File: config.mk
export PLATFORM = sky130hd
export DESIGN_NAME = matrix_key_debounce_scanner
export DESIGN_NICKNAME = d
export VERILOG_FILES = /design/src/rtl/core/mkds_pkg.sv /design/src/rtl/core/matrix_key_debounce_scanner.sv
export SDC_FILE = /design/constraint.sdc
export NUM_CORES = 2
export LEC_CHECK = 0
export BUFFER_PORTS_ARGS = -buffer_cell sky130_fd_sc_hd__buf_4
export CELL_PAD_IN_SITES_DETAIL_PLACEMENT = 0
export CELL_PAD_IN_SITES_GLOBAL_PLACEMENT = 1
export CORE_MARGIN = 2
export CORE_UTILIZATION = 48
export CTS_CLUSTER_DIAMETER = 30
export DETAILED_ROUTE_END_ITERATION = 16
export GPL_ROUTABILITY_DRIVEN = 0
export PLACE_DENSITY_LB_ADDON = 0.12
export SLEW_MARGIN = 20
export SYNTH_ARGS = -nofsm -noshare
export SYNTH_HDL_FRONTEND = slang
export SYNTH_SLANG_ARGS = --single-unit
File: constraint.sdc
create_clock -name clk_i -period 18.4 [get_ports clk_i]
set_input_delay 0.92 -clock clk_i [delete_from_list [all_inputs] [get_ports clk_i]]
set_output_delay 0.92 -clock clk_i [all_outputs]
set_load 0.03 [all_outputs]
File: src/rtl/core/mkds_pkg.sv
// ----------------------------------------------------------------------------
// mkds_pkg
// Shared types and constants for the matrix key debounce scanner.
// ----------------------------------------------------------------------------
package mkds_pkg;

  localparam int unsigned LevelBits = 8;
  localparam int unsigned RowInW    = 3;
  localparam int unsigned ColIdxW   = 3;
  localparam int unsigned KeyIdW    = 6;
  localparam int unsigned CfgDataW  = 16;
  localparam int unsigned CfgIdxW   = 8;
  localparam int unsigned InDataW   = 16;
  localparam int unsigned OutDataW  = 8;

  localparam logic [CfgIdxW-1:0]  CfgPressTicks   = 8'd0;
  localparam logic [CfgIdxW-1:0]  CfgReleaseTicks = 8'd1;
  localparam logic [CfgDataW-1:0] TicksReset      = 16'd2;

  typedef enum logic [1:0] {
    PhIdle      = 2'd0,
    PhPressDb   = 2'd1,
    PhPressed   = 2'd2,
    PhReleaseDb = 2'd3
  } key_phase_e;

endpackage

File: src/rtl/core/matrix_key_debounce_scanner.sv
// ----------------------------------------------------------------------------
// matrix_key_debounce_scanner
// Per-key four-phase debounce over a scanned key matrix. Key state is kept
// per row in two synchronous memories; confirmed press and release events
// are sent out one beat per event in column order.
// ----------------------------------------------------------------------------
//  channel  | dir | handshake              | payload
//  s_axis   | in  | tvalid / tready        | tdata: row_index, column_levels
//  m_axis   | out | tvalid / tready        | tdata: key_id; tuser: event_kind;
//           |     |                        | tlast: last_event
//  cfg      | in  | cfg_valid / cfg_ready  | cfg_index, cfg_data
//
// A row beat is read from the state memories in its accept cycle, then updated
// and written back from the row stage once that stage advances; a back-to-back
// beat on the same row takes the written data through a forwarding register.
// Rows are accepted one per cycle while the input is not stalled; a row with
// events sends them out one beat per event. Reset clears per-row valid bits at
// once, no clearing pass. The input stalls only while a row with events waits
// for the output event register to drain.
// ----------------------------------------------------------------------------
module matrix_key_debounce_scanner
  import mkds_pkg::*;
#(
  parameter int unsigned ROWS      = 8,
  parameter int unsigned COLS      = 8,
  parameter int unsigned TICK_BITS = 16
) (
  input  logic                clk_i,
  input  logic                rst_ni,
  input  logic                s_axis_tvalid_i,
  output logic                s_axis_tready_o,
  // [2:0] row_index, [10:3] column_levels
  input  logic [InDataW-1:0]  s_axis_tdata_i,
  output logic                m_axis_tvalid_o,
  input  logic                m_axis_tready_i,
  // [5:0] key_id
  output logic [OutDataW-1:0] m_axis_tdata_o,
  output logic                m_axis_tlast_o,
  // [0] event_kind
  output logic                m_axis_tuser_o,
  input  logic                cfg_valid_i,
  output logic                cfg_ready_o,
  input  logic [CfgIdxW-1:0]  cfg_index_i,
  input  logic [CfgDataW-1:0] cfg_data_i
);

  localparam int unsigned ScanCols = (COLS < LevelBits) ? COLS : LevelBits;
  localparam int unsigned RowW     = (ROWS > 1) ? $clog2(ROWS) : 1;
  localparam int unsigned CmpW     = (TICK_BITS > CfgDataW) ? TICK_BITS : CfgDataW;
  localparam int unsigned KeyFullW = 9;

  typedef key_phase_e [ScanCols-1:0]  row_phase_t;
  typedef logic [ScanCols-1:0][TICK_BITS-1:0] row_ticks_t;

  // configuration
  logic [CfgDataW-1:0] press_thr_q, release_thr_q;

  assign cfg_ready_o = 1'b1;

  always_ff @(posedge clk_i or negedge rst_ni) begin
    if (!rst_ni) begin
      press_thr_q   <= TicksReset;
      release_thr_q <= TicksReset;
    end else if (cfg_valid_i) begin
      if (cfg_index_i == CfgPressTicks) begin
        press_thr_q <= cfg_data_i;
      end else if (cfg_index_i == CfgReleaseTicks) begin
        release_thr_q <= cfg_data_i;
      end
    end
  end

  // input side
  logic [RowInW-1:0]    in_row;
  logic [LevelBits-1:0] in_lvl;
  logic                 in_fire, in_range;
  logic [RowW-1:0]      in_addr;

  assign in_row   = s_axis_tdata_i[RowInW-1:0];
  assign in_lvl   = s_axis_tdata_i[RowInW +: LevelBits];
  assign in_fire  = s_axis_tvalid_i && s_axis_tready_o;
  assign in_range = (32'(in_row) < ROWS);
  assign in_addr  = RowW'(in_row);

  // state memories
  row_phase_t phase_mem [ROWS];
  row_ticks_t ticks_mem [ROWS];
  logic [ROWS-1:0] row_vld_q;

  row_phase_t rd_phase_q, fwd_phase_q, wr_phase;
  row_ticks_t rd_ticks_q, fwd_ticks_q, wr_ticks;
  logic       rd_vld_q, fwd_hit_q;

  logic                 s1_valid_q, s1_adv, mem_we;
  logic [RowW-1:0]      s1_row_q;
  logic [RowInW-1:0]    s1_rin_q;
  logic [ScanCols-1:0]  s1_lvl_q;
  logic [ScanCols-1:0]  ev_mask, ev_press;

  assign mem_we = s1_adv;

  always_ff @(posedge clk_i) begin
    if (mem_we) begin
      phase_mem[s1_row_q] <= wr_phase;
      ticks_mem[s1_row_q] <= wr_ticks;
    end
  end

  always_ff @(posedge clk_i) begin
    if (in_fire) begin
      rd_phase_q  <= phase_mem[in_addr];
      rd_ticks_q  <= ticks_mem[in_addr];
      fwd_phase_q <= wr_phase;
      fwd_ticks_q <= wr_ticks;
      s1_row_q    <= in_addr;
      s1_rin_q    <= in_row;
      s1_lvl_q    <= in_lvl[ScanCols-1:0];
    end
  end

  always_ff @(posedge clk_i or negedge rst_ni) begin
    if (!rst_ni) begin
      row_vld_q  <= '0;
      rd_vld_q   <= 1'b0;
      fwd_hit_q  <= 1'b0;
      s1_valid_q <= 1'b0;
    end else begin
      if (mem_we) begin
        row_vld_q[s1_row_q] <= 1'b1;
      end
      if (in_fire) begin
        rd_vld_q   <= row_vld_q[in_addr];
        fwd_hit_q  <= mem_we && (s1_row_q == in_addr);
        s1_valid_q <= in_range;
      end else if (s1_adv) begin
        s1_valid_q <= 1'b0;
      end
    end
  end

  // per-key update
  always_comb begin
    key_phase_e           ph;
    logic [TICK_BITS-1:0] tk, tk_inc;
    logic                 high;
    wr_phase = '{default: PhIdle};
    wr_ticks = '0;
    ev_mask  = '0;
    ev_press = '0;
    for (int c = 0; c < ScanCols; c++) begin
      if (fwd_hit_q) begin
        ph = fwd_phase_q[c];
        tk = fwd_ticks_q[c];
      end else if (rd_vld_q) begin
        ph = rd_phase_q[c];
        tk = rd_ticks_q[c];
      end else begin
        ph = PhIdle;
        tk = '0;
      end
      high   = s1_lvl_q[c];
      tk_inc = (tk == {TICK_BITS{1'b1}}) ? tk : tk + TICK_BITS'(1);
      wr_phase[c] = ph;
      wr_ticks[c] = tk;
      case (ph)
        PhIdle: begin
          if (!high) begin
            wr_phase[c] = PhPressDb;
            wr_ticks[c] = '0;
          end
        end
        PhPressDb: begin
          if (!high) begin
            if (CmpW'(tk_inc) >= CmpW'(press_thr_q)) begin
              wr_phase[c] = PhPressed;
              wr_ticks[c] = '0;
              ev_mask[c]  = 1'b1;
              ev_press[c] = 1'b1;
            end else begin
              wr_ticks[c] = tk_inc;
            end
          end
        end
        PhPressed: begin
          if (high) begin
            wr_phase[c] = PhReleaseDb;
            wr_ticks[c] = '0;
          end
        end
        PhReleaseDb: begin
          if (high) begin
            if (CmpW'(tk_inc) >= CmpW'(release_thr_q)) begin
              wr_phase[c] = PhIdle;
              wr_ticks[c] = '0;
              ev_mask[c]  = 1'b1;
            end else begin
              wr_ticks[c] = tk_inc;
            end
          end
        end
        default: begin
          wr_phase[c] = PhIdle;
        end
      endcase
    end
    if (!s1_valid_q) begin
      ev_mask  = '0;
      ev_press = '0;
    end
  end

  // event emitter
  logic [ScanCols-1:0] em_mask_q, em_mask_d, em_press_q;
  logic [RowInW-1:0]   em_row_q;
  logic                out_fire, em_free, em_load;
  logic [ColIdxW-1:0]  col_idx;
  logic [KeyFullW-1:0] key_full;

  assign out_fire = m_axis_tvalid_o && m_axis_tready_i;
  assign em_free  = (em_mask_q == '0) || (out_fire && ($countones(em_mask_q) == 1));
  assign s1_adv   = s1_valid_q && ((ev_mask == '0) || em_free);
  assign em_load  = s1_adv && (ev_mask != '0);
  assign s_axis_tready_o = !s1_valid_q || s1_adv;

  always_comb begin
    em_mask_d = em_mask_q;
    if (em_load) begin
      em_mask_d = ev_mask;
    end else if (out_fire) begin
      em_mask_d = em_mask_q & (em_mask_q - ScanCols'(1));
    end
  end

  always_ff @(posedge clk_i or negedge rst_ni) begin
    if (!rst_ni) begin
      em_mask_q <= '0;
    end else begin
      em_mask_q <= em_mask_d;
    end
  end

  always_ff @(posedge clk_i) begin
    if (em_load) begin
      em_press_q <= ev_press;
      em_row_q   <= s1_rin_q;
    end
  end

  always_comb begin
    col_idx = '0;
    for (int c = ScanCols - 1; c >= 0; c--) begin
      if (em_mask_q[c]) begin
        col_idx = ColIdxW'(c);
      end
    end
  end

  assign key_full        = KeyFullW'(em_row_q) * KeyFullW'(COLS) + KeyFullW'(col_idx);
  assign m_axis_tvalid_o = (em_mask_q != '0);
  assign m_axis_tdata_o  = OutDataW'(key_full[KeyIdW-1:0]);
  assign m_axis_tuser_o  = em_press_q[col_idx];
  assign m_axis_tlast_o  = ($countones(em_mask_q) == 1);

  // checks
  a_s1_hold: assert property (@(posedge clk_i) disable iff (!rst_ni)
    (s1_valid_q && !s1_adv) |=> (s1_valid_q && $stable(s1_row_q) && $stable(s1_lvl_q)))
    else $error("stalled row stage changed");

  a_em_load_free: assert property (@(posedge clk_i) disable iff (!rst_ni)
    em_load |-> ((em_mask_q == '0) || (out_fire && ($countones(em_mask_q) == 1))))
    else $error("event register overwritten with events pending");

  a_ready_stall: assert property (@(posedge clk_i) disable iff (!rst_ni)
    !s_axis_tready_o |-> (s1_valid_q && (ev_mask != '0) && (em_mask_q != '0)))
    else $error("input stalled without pending events");

  a_fwd_src: assert property (@(posedge clk_i) disable iff (!rst_ni)
    (in_fire && mem_we && (s1_row_q == in_addr)) |=> fwd_hit_q)
    else $error("same-row write not forwarded");

endmodule

After elaboration in Yosys (flattened, before gate mapping):

Memory sizes are Yosys's and may differ from the RTL's. A register that Yosys moved wholly into a read port is not among the register bits.
Cells that the tools add are included.
Widths: inputs -> output; s select.

* memories: 2
* register bits after elaboration: 217
* output and inout bits: 13
* memory bits (writable): 1152
* input port bits: 45
* logic and storage cells: 360

* bitwise logic cells: 3
* equal/unequal tests: 35
* reduce and logical (&&, ||, !) cells: 36
* $lt $le $gt $ge: 20
* add/sub/neg operators: 17
* muxes and demuxes: 213

Memories
* ticks_mem: depth 8, width 128, rd ports 1, clocked after memory_dff 1, write ports 1, line matrix_key_debounce_scanner.sv:87 `row_ticks_t ticks_mem [ROWS];`
* phase_mem: depth 8, width 16, rd ports 1, clocked after memory_dff 1, write ports 1, line matrix_key_debounce_scanner.sv:86 `row_phase_t phase_mem [ROWS];`

Operators with widths (count)
* $mux 16: 72
* $pmux 16 s4: 8
* $ge 16x16->1: 16
* $add 16x1->16 const B: 8
* $eq 16x16->1 const B: 8
* $mux 2: 64
* $pmux 2 s4: 8
* $mux 1: 39
* $eq 2x2->1 const B: 16
* $logic_not 8->1: 3
* $mux 3: 8
* $mux 8: 3
* $reduce_and 2->1: 9
* $eq 2x1->1 const B: 8
* $logic_not 2->1: 8
* $pmux 1 s2: 8
* $reduce_bool 8->1: 2
* $lt 3x4->1 const B: 3
* $add 1x1->2: 4
* $and 8x8->8: 1
* $eq 8x1->1 const B: 1
* $or 8x8->8: 1
* $sub 8x1->8 const B: 1
* $logic_and 1x1->1: 7
* 13 further kinds: 18

Longest topological paths before layout:

* depth after elaboration: 15
* mapped depth: 32
* mapped depth without buffers: 22

Worst setup path after synthesis:

OpenSTA, ideal clock, no wires.

* path type: register to register
* start: reg fwd_hit_q
* end: reg fwd_phase_q[0] in the netlist's numbering (enable)
* path slack: 6.411 ns
* cell stages (with the launch flop): 31
* required time: 17.752 ns
* data arrival time: 11.341 ns
* clock period less this slack: 11.989 ns
* buffers on the path: 10
* setup time: 0.648 ns
* cell sequence: dfrtp_1 > buf_4 > buf_6 > buf_2 > buf_6 > buf_4 > buf_4 > buf_2 > buf_2 > buf_2 > buf_2 > nand2_1 > o21ai_0 > ha_1 > inv_1 > a221oi_1 > nand4bb_1 > nor4_4 > nand2b_1 > nor3b_1 > xnor2_1 > ha_1 > a21oi_1 > o21a_1 > o221a_2 > o211ai_1 > a31oi_1 > nand4_1 > a2111oi_2 > o21ai_1 > inv_1

* cells in the longest elaborated chain, start to end: 13
* elaborated cells on any way between the ends: 118
* those cells by class: 8 x add/sub; 16 x order compare; 24 x eq/ne; 65 x mux; 5 x reduce/logical

RTL lines
* start: declaration: line matrix_key_debounce_scanner.sv:92 `logic rd_vld_q, fwd_hit_q;`
* start signal: assignment: line matrix_key_debounce_scanner.sv:133 `fwd_hit_q <= mem_we && (s1_row_q == in_addr);`
* $mux 16: line matrix_key_debounce_scanner.sv:151 `if (fwd_hit_q) begin`
* $add 16x1->16 or $eq 16x16->1 (tied branches): line matrix_key_debounce_scanner.sv:162 `tk_inc = (tk == {TICK_BITS{1'b1}}) ? tk : tk + TICK_BITS'(1);`
* $mux 16: line matrix_key_debounce_scanner.sv:162
* $ge 16x16->1 (on tied branches): line matrix_key_debounce_scanner.sv:192, matrix_key_debounce_scanner.sv:174
* $mux 1 (on tied branches): line matrix_key_debounce_scanner.sv:192, matrix_key_debounce_scanner.sv:174
* $mux 1 (on tied branches): line matrix_key_debounce_scanner.sv:191, matrix_key_debounce_scanner.sv:173
* $pmux 1 s2: line matrix_key_debounce_scanner.sv:165 `case (ph)`
* $mux 8 *: line matrix_key_debounce_scanner.sv:206 `if (!s1_valid_q) begin`
* $logic_not 8->1 *: line matrix_key_debounce_scanner.sv:221 `assign s1_adv = s1_valid_q && ((ev_mask == '0) || em_free);`
* $logic_or 1x1->1 *: line matrix_key_debounce_scanner.sv:221
* $logic_and 1x1->1 *: line matrix_key_debounce_scanner.sv:221
* $logic_or 1x1->1 *: line matrix_key_debounce_scanner.sv:223 `assign s_axis_tready_o = !s1_valid_q || s1_adv;`
* $logic_and 1x1->1 *: line matrix_key_debounce_scanner.sv:81 `assign in_fire = s_axis_tvalid_i && s_axis_tready_o;`
* net in_fire: line matrix_key_debounce_scanner.sv:76 `logic in_fire, in_range;`
* end signal: assignment: line matrix_key_debounce_scanner.sv:113 `fwd_phase_q <= wr_phase;`
* end: declaration: line matrix_key_debounce_scanner.sv:90 `row_phase_t rd_phase_q, fwd_phase_q, wr_phase;`

The timed path passes the listed nets; every way through them passes the cells marked *.
A chain may end at the register's enable or synchronous reset.

Worst setup path in the final report:

* start: reg rd_vld_q
* end: mem ticks_mem[0][43] in the netlist's numbering (enable)

* cells in the longest elaborated chain, start to end: 14
* elaborated cells on any way between the ends: 134
* those cells by class: 8 x add/sub; 16 x order compare; 24 x eq/ne; 83 x mux; 3 x reduce/logical

RTL lines
* start: declaration: line matrix_key_debounce_scanner.sv:92
* start signal: assignment: line matrix_key_debounce_scanner.sv:132 `rd_vld_q <= row_vld_q[in_addr];`
* $mux 16: line matrix_key_debounce_scanner.sv:154 `end else if (rd_vld_q) begin`
* $mux 16: line matrix_key_debounce_scanner.sv:151
* $add 16x1->16 or $eq 16x16->1 (tied branches): line matrix_key_debounce_scanner.sv:162
* $mux 16: line matrix_key_debounce_scanner.sv:162
* $ge 16x16->1 (on tied branches): line matrix_key_debounce_scanner.sv:192, matrix_key_debounce_scanner.sv:174
* $mux 1 (on tied branches): line matrix_key_debounce_scanner.sv:192, matrix_key_debounce_scanner.sv:174
* $mux 1 (on tied branches): line matrix_key_debounce_scanner.sv:191, matrix_key_debounce_scanner.sv:173
* $pmux 1 s2: line matrix_key_debounce_scanner.sv:165
* $mux 8 *: line matrix_key_debounce_scanner.sv:206
* $logic_not 8->1 *: line matrix_key_debounce_scanner.sv:221
* $logic_or 1x1->1 *: line matrix_key_debounce_scanner.sv:221
* $logic_and 1x1->1 *: line matrix_key_debounce_scanner.sv:221
* $mux 1 *: line matrix_key_debounce_scanner.sv:103 `if (mem_we) begin`
* $mux 1 (implied by the code) *: line matrix_key_debounce_scanner.sv:105 `ticks_mem[s1_row_q] <= wr_ticks;`
* end: declaration: line matrix_key_debounce_scanner.sv:87

Mark *: on every way between the ends. The rest lies on a longest branch, timed or not.

==> results.py <==
metrics = {
    "critical_path": {
        "required_ns": 18.87,
        "cp_common_cell": "buf_4",
        "critPathLaunch": "rd_vld_q$_DFFE_PN0P_",
        "crit_slowest_cell": "buf_4",
        "path_buf_inv": 4,
        "worstPathCellList": "nor2b_4, buf_4, buf_4, a22o_1, ha_1, a21boi_0, and4_1, nand4b_1, nand2b_1, nor2_1, xor2_1, ha_1, a21oi_1, o21ai_0, a221oi_1, a21oi_1, nand2_1, o221ai_1, a2111oi_2, a21o_1, and2_4, buf_4, buf_4",
        "critPathLaunchType": "register",
        "cpPeakStageDelay_ns": 0.81,
        "r2r-start": "rd_vld_q$_DFFE_PN0P_",
        "critical_path_arrival_ns": 10.95,
        "crit_fanout": 47,
        "endpoint_kind": "register",
        "crit_family": "compound AO/OA/AOI/OAI gates",
        "critPathKind": "reg2reg",
    },
    "final_layout": {
        "area_growth_pct": 19.9,
        "drive_gt1_share_pct": 23.6,
        "design_area_um2": 82500,
        "n_fill_cell": 10700,
        "final_nets": 4896,
        "post-route-util_pct": 58.1,
        "multiInputGateArea_um2": 22400,
        "diodes": 0,
        "seqCellArea_um2": 45200,
    },
    "power": {
        "leakagePower_uw": 0.0290,
        "ir_worst_vdd_mv": 0.165,
        "power_density_nw_per_um2": 223,
        "finalPower_uw": 18400,
    },
    "floorplanning": {
        "io_pins": 58,
        "start_util_pct": 48.5,
        "core-area_um2": 142000,
        "num_rows": 138,
        "fp.dieW_um": 383,
        "die_area_um2": 146000,
        "die_y_um": 383,
    },
    "clocking": {
        "cts-root-buf": "clkbuf_16",
        "cts_setup_buffers": 0,
        "ctsLongestPathBuffers": 4,
        "post_cts_resized": 0,
        "cts-hold-fix-buffers": 0,
        "clk_pin_slew_worst_paths_ns": 0.05,
        "cts_tree": "built",
        "cts_made_buffers": 331,
        "cts.sink_count": 1513,
        "htreeDepth": 5,
        "clkLatencyLatePin_ns": 0.90,
    },
    "timing": {
        "max_slew_margin_pct": 23.0,
        "rsz0062_at_grt": "false",
        "clock_skew_ns": 0.0545,
        "period_share_pct": 57.0,
        "max_freq_ghz": 0.0954,
        "hold_violations": 0,
        "worst-slew-pin-transition_ns": 1.15,
        "maxSlewViolCount": 0,
        "setup_viol": 0,
        "min_period_ns": 10.48,
        "fin_setup_tns_ns": 0,
    },
    "outcome": {
        "outcome": "complete, no violations",
    },
    "logic_synthesis": {
        "syn_inst": 4318,
        "avgSynthCellArea_um2": 15.9,
        "netlist_area_um2": 68800,
        "ys_warn_count": 0,
        "synth.most_common_cell": "edfxtp_1",
        "synth_cell_types": 94,
        "synth_edf_count": 1462,
        "ys_ff_latch": 1513,
        "async_flop_share_pct": 3.37,
        "synthTopCellsByCount": "edfxtp_1 (1462), nand2_1 (315), mux4_2 (290)",
        "ys.flop_type": "edfxtp_1",
        "synth_top_area_share_pct": 63.8,
        "synth_top_cell_by_area": "edfxtp_1",
        "yosysSeqAreaShare_pct": 65.7,
        "yosys-top-cells-area": "edfxtp_1 (64%), mux4_2 (9.5%), ha_1 (4.9%), mux2_2 (2.8%), dfrtp_1 (1.8%)",
    },
    "grt": {
        "grtUsageTotal_pct": 24.2,
        "grt_max_degree": 126,
        "overflow": 0,
        "antenna_found_initial": 0,
        "grt_pass1_wl_um": 263000,
        "grt_pass1_vias": 40600,
    },
    "place": {
        "io_buffers": 49,
        "post_dp_cell_area_um2": 71300,
        "dp_hpwl_um": 99100,
    },
    "run": {
        "maxCapViolations": 0,
    },
    "detailed_routing": {
        "drt-total-wl_um": 175000,
        "drtPass1Iterations": 8,
        "via_per_inst": 5.96,
        "drcViolationCount": 0,
        "drtIter0Drc": 3568,
        "dr_total_vias": 40000,
        "routedWlPerCell_um": 26.1,
        "antenna_left": 0,
    },
    "worst_hold_path": {
        "holdCritPathClass": "in2async",
    },
}
-- sequential cells by signal, indices dropped and copies added, names as in the netlist --
name / count
em_mask_q: 8
em_press_q: 8
em_row_q: 3
fwd_hit_q: 1
fwd_phase_q: 16
fwd_ticks_q: 128
phase_mem: 128
press_thr_q: 16
rd_phase_q: 16
rd_ticks_q: 128
rd_vld_q: 1
release_thr_q: 16
row_vld_q: 8
s1_lvl_q: 8
s1_rin_q: 3
s1_valid_q: 1
ticks_mem: 1024
-- placed cells by master, fill, tap and decap left out, drive strengths merged, types with 29 or more instances in the layout --
cell type and n:
clkbuf 374, a21oi 198, ha 269, buf 107
xnor2 55, dfrtp 49, edfxtp 1462, clkinvlp 32
nor3 41, o21ai 206, mux4 290, nor2 168
clkinv 98, nand3 91, o22ai 33, a22oi 82
nand3b 29, mux2 172, xor2 42, bufinv 49
inv 132, and2 34, nand2b 66, nand4 32
nand2 315, a22o 36
-- stage by stage --
step                setup WS, ns  hold slack, ns  std cells
finish                      7.92          0.0687       6716
global placement            7.85           0.441       6135
floorplan                   6.41           0.423       4319
global route                7.24           0.110       6716
CTS                         7.84          0.0557       6716
detailed placement          7.90           0.452       6135
-- worst reg2reg max path, delay by kind of cell (launching register included) --
family                   cells  cell delay [ns]
flip-flops                   1             0.72
buffers and inverters        4             2.61
adder cells (fa/ha/maj)      2             0.55
AND/OR/NAND/NOR              7             2.77
XOR/XNOR                     1             0.38
AO/OA/AOI/OAI                9             3.03
-- where the power goes --
group	switching, µW	leakage (µW)	internal [µW]	total, µW
Clock	1830	0.00539	4040	5870
Sequential	393	0.0143	6280	6670
Combinational	4030	0.00935	1780	5820
Total	6260	0.0290	12100	18400
-- final cells by class --
type                    count  share of cell area [%]
clock buffers             373                    10.4
clock inverters           208                    3.08
inverters                 103                   0.478
multi-input cells        2521                    27.2
flip-flops and latches   1513                    54.8
well taps                1890                    2.87
repair buffers            108                    1.14
-- layer usage --
metal / vias to the layer above / part of all wire (%) / wire length, µm / GRT usage [%]
li1: 17900 / - / - / -
met1: 20600 / 44 / 77500 / 34.1
met3: 304 / 5.2 / 9060 / 3.63
met2: 1198 / 48 / 83700 / 38.6
met4: 0 / 2.9 / 5100 / 8.46
met5: - / 0 / 0 / 0
-- kinds of logic after synthesis --
logic type | after synthesis | share of synthesized area [%]
AOI/OAI and AO/OA | 769 | 7.16
buffers and inverters | 285 | 1.83
muxes | 478 | 12.5
DFF | 1513 | 65.7
adders and majority gates | 273 | 5.01
and+or+nand+nor | 901 | 6.54
xor gates and xnor gates | 97 | 1.23
other | 2 | 0.0109
-- path summary, 6_finish.rpt --
check | cells after the start | slack, ns | end
worst min-delay path | 1 | 0.07 | release_thr_q[13]$_DFFE_PN0P_
min in group clk_i | 1 | 0.21 | s1_lvl_q[6]$_DFFE_PP_
max in group asynchronous | 1 | 17.72 | rd_vld_q$_DFFE_PN0P_
worst max register to register | 23 | 7.92 | ticks_mem[0][43]$_DFFE_PP_
worst max-delay path | 23 | 7.92 | ticks_mem[0][43]$_DFFE_PP_
worst min register to register | 1 | 0.46 | row_vld_q[0]$_DFFE_PN0P_
Note: power is estimated with default switching activity, not from simulation.
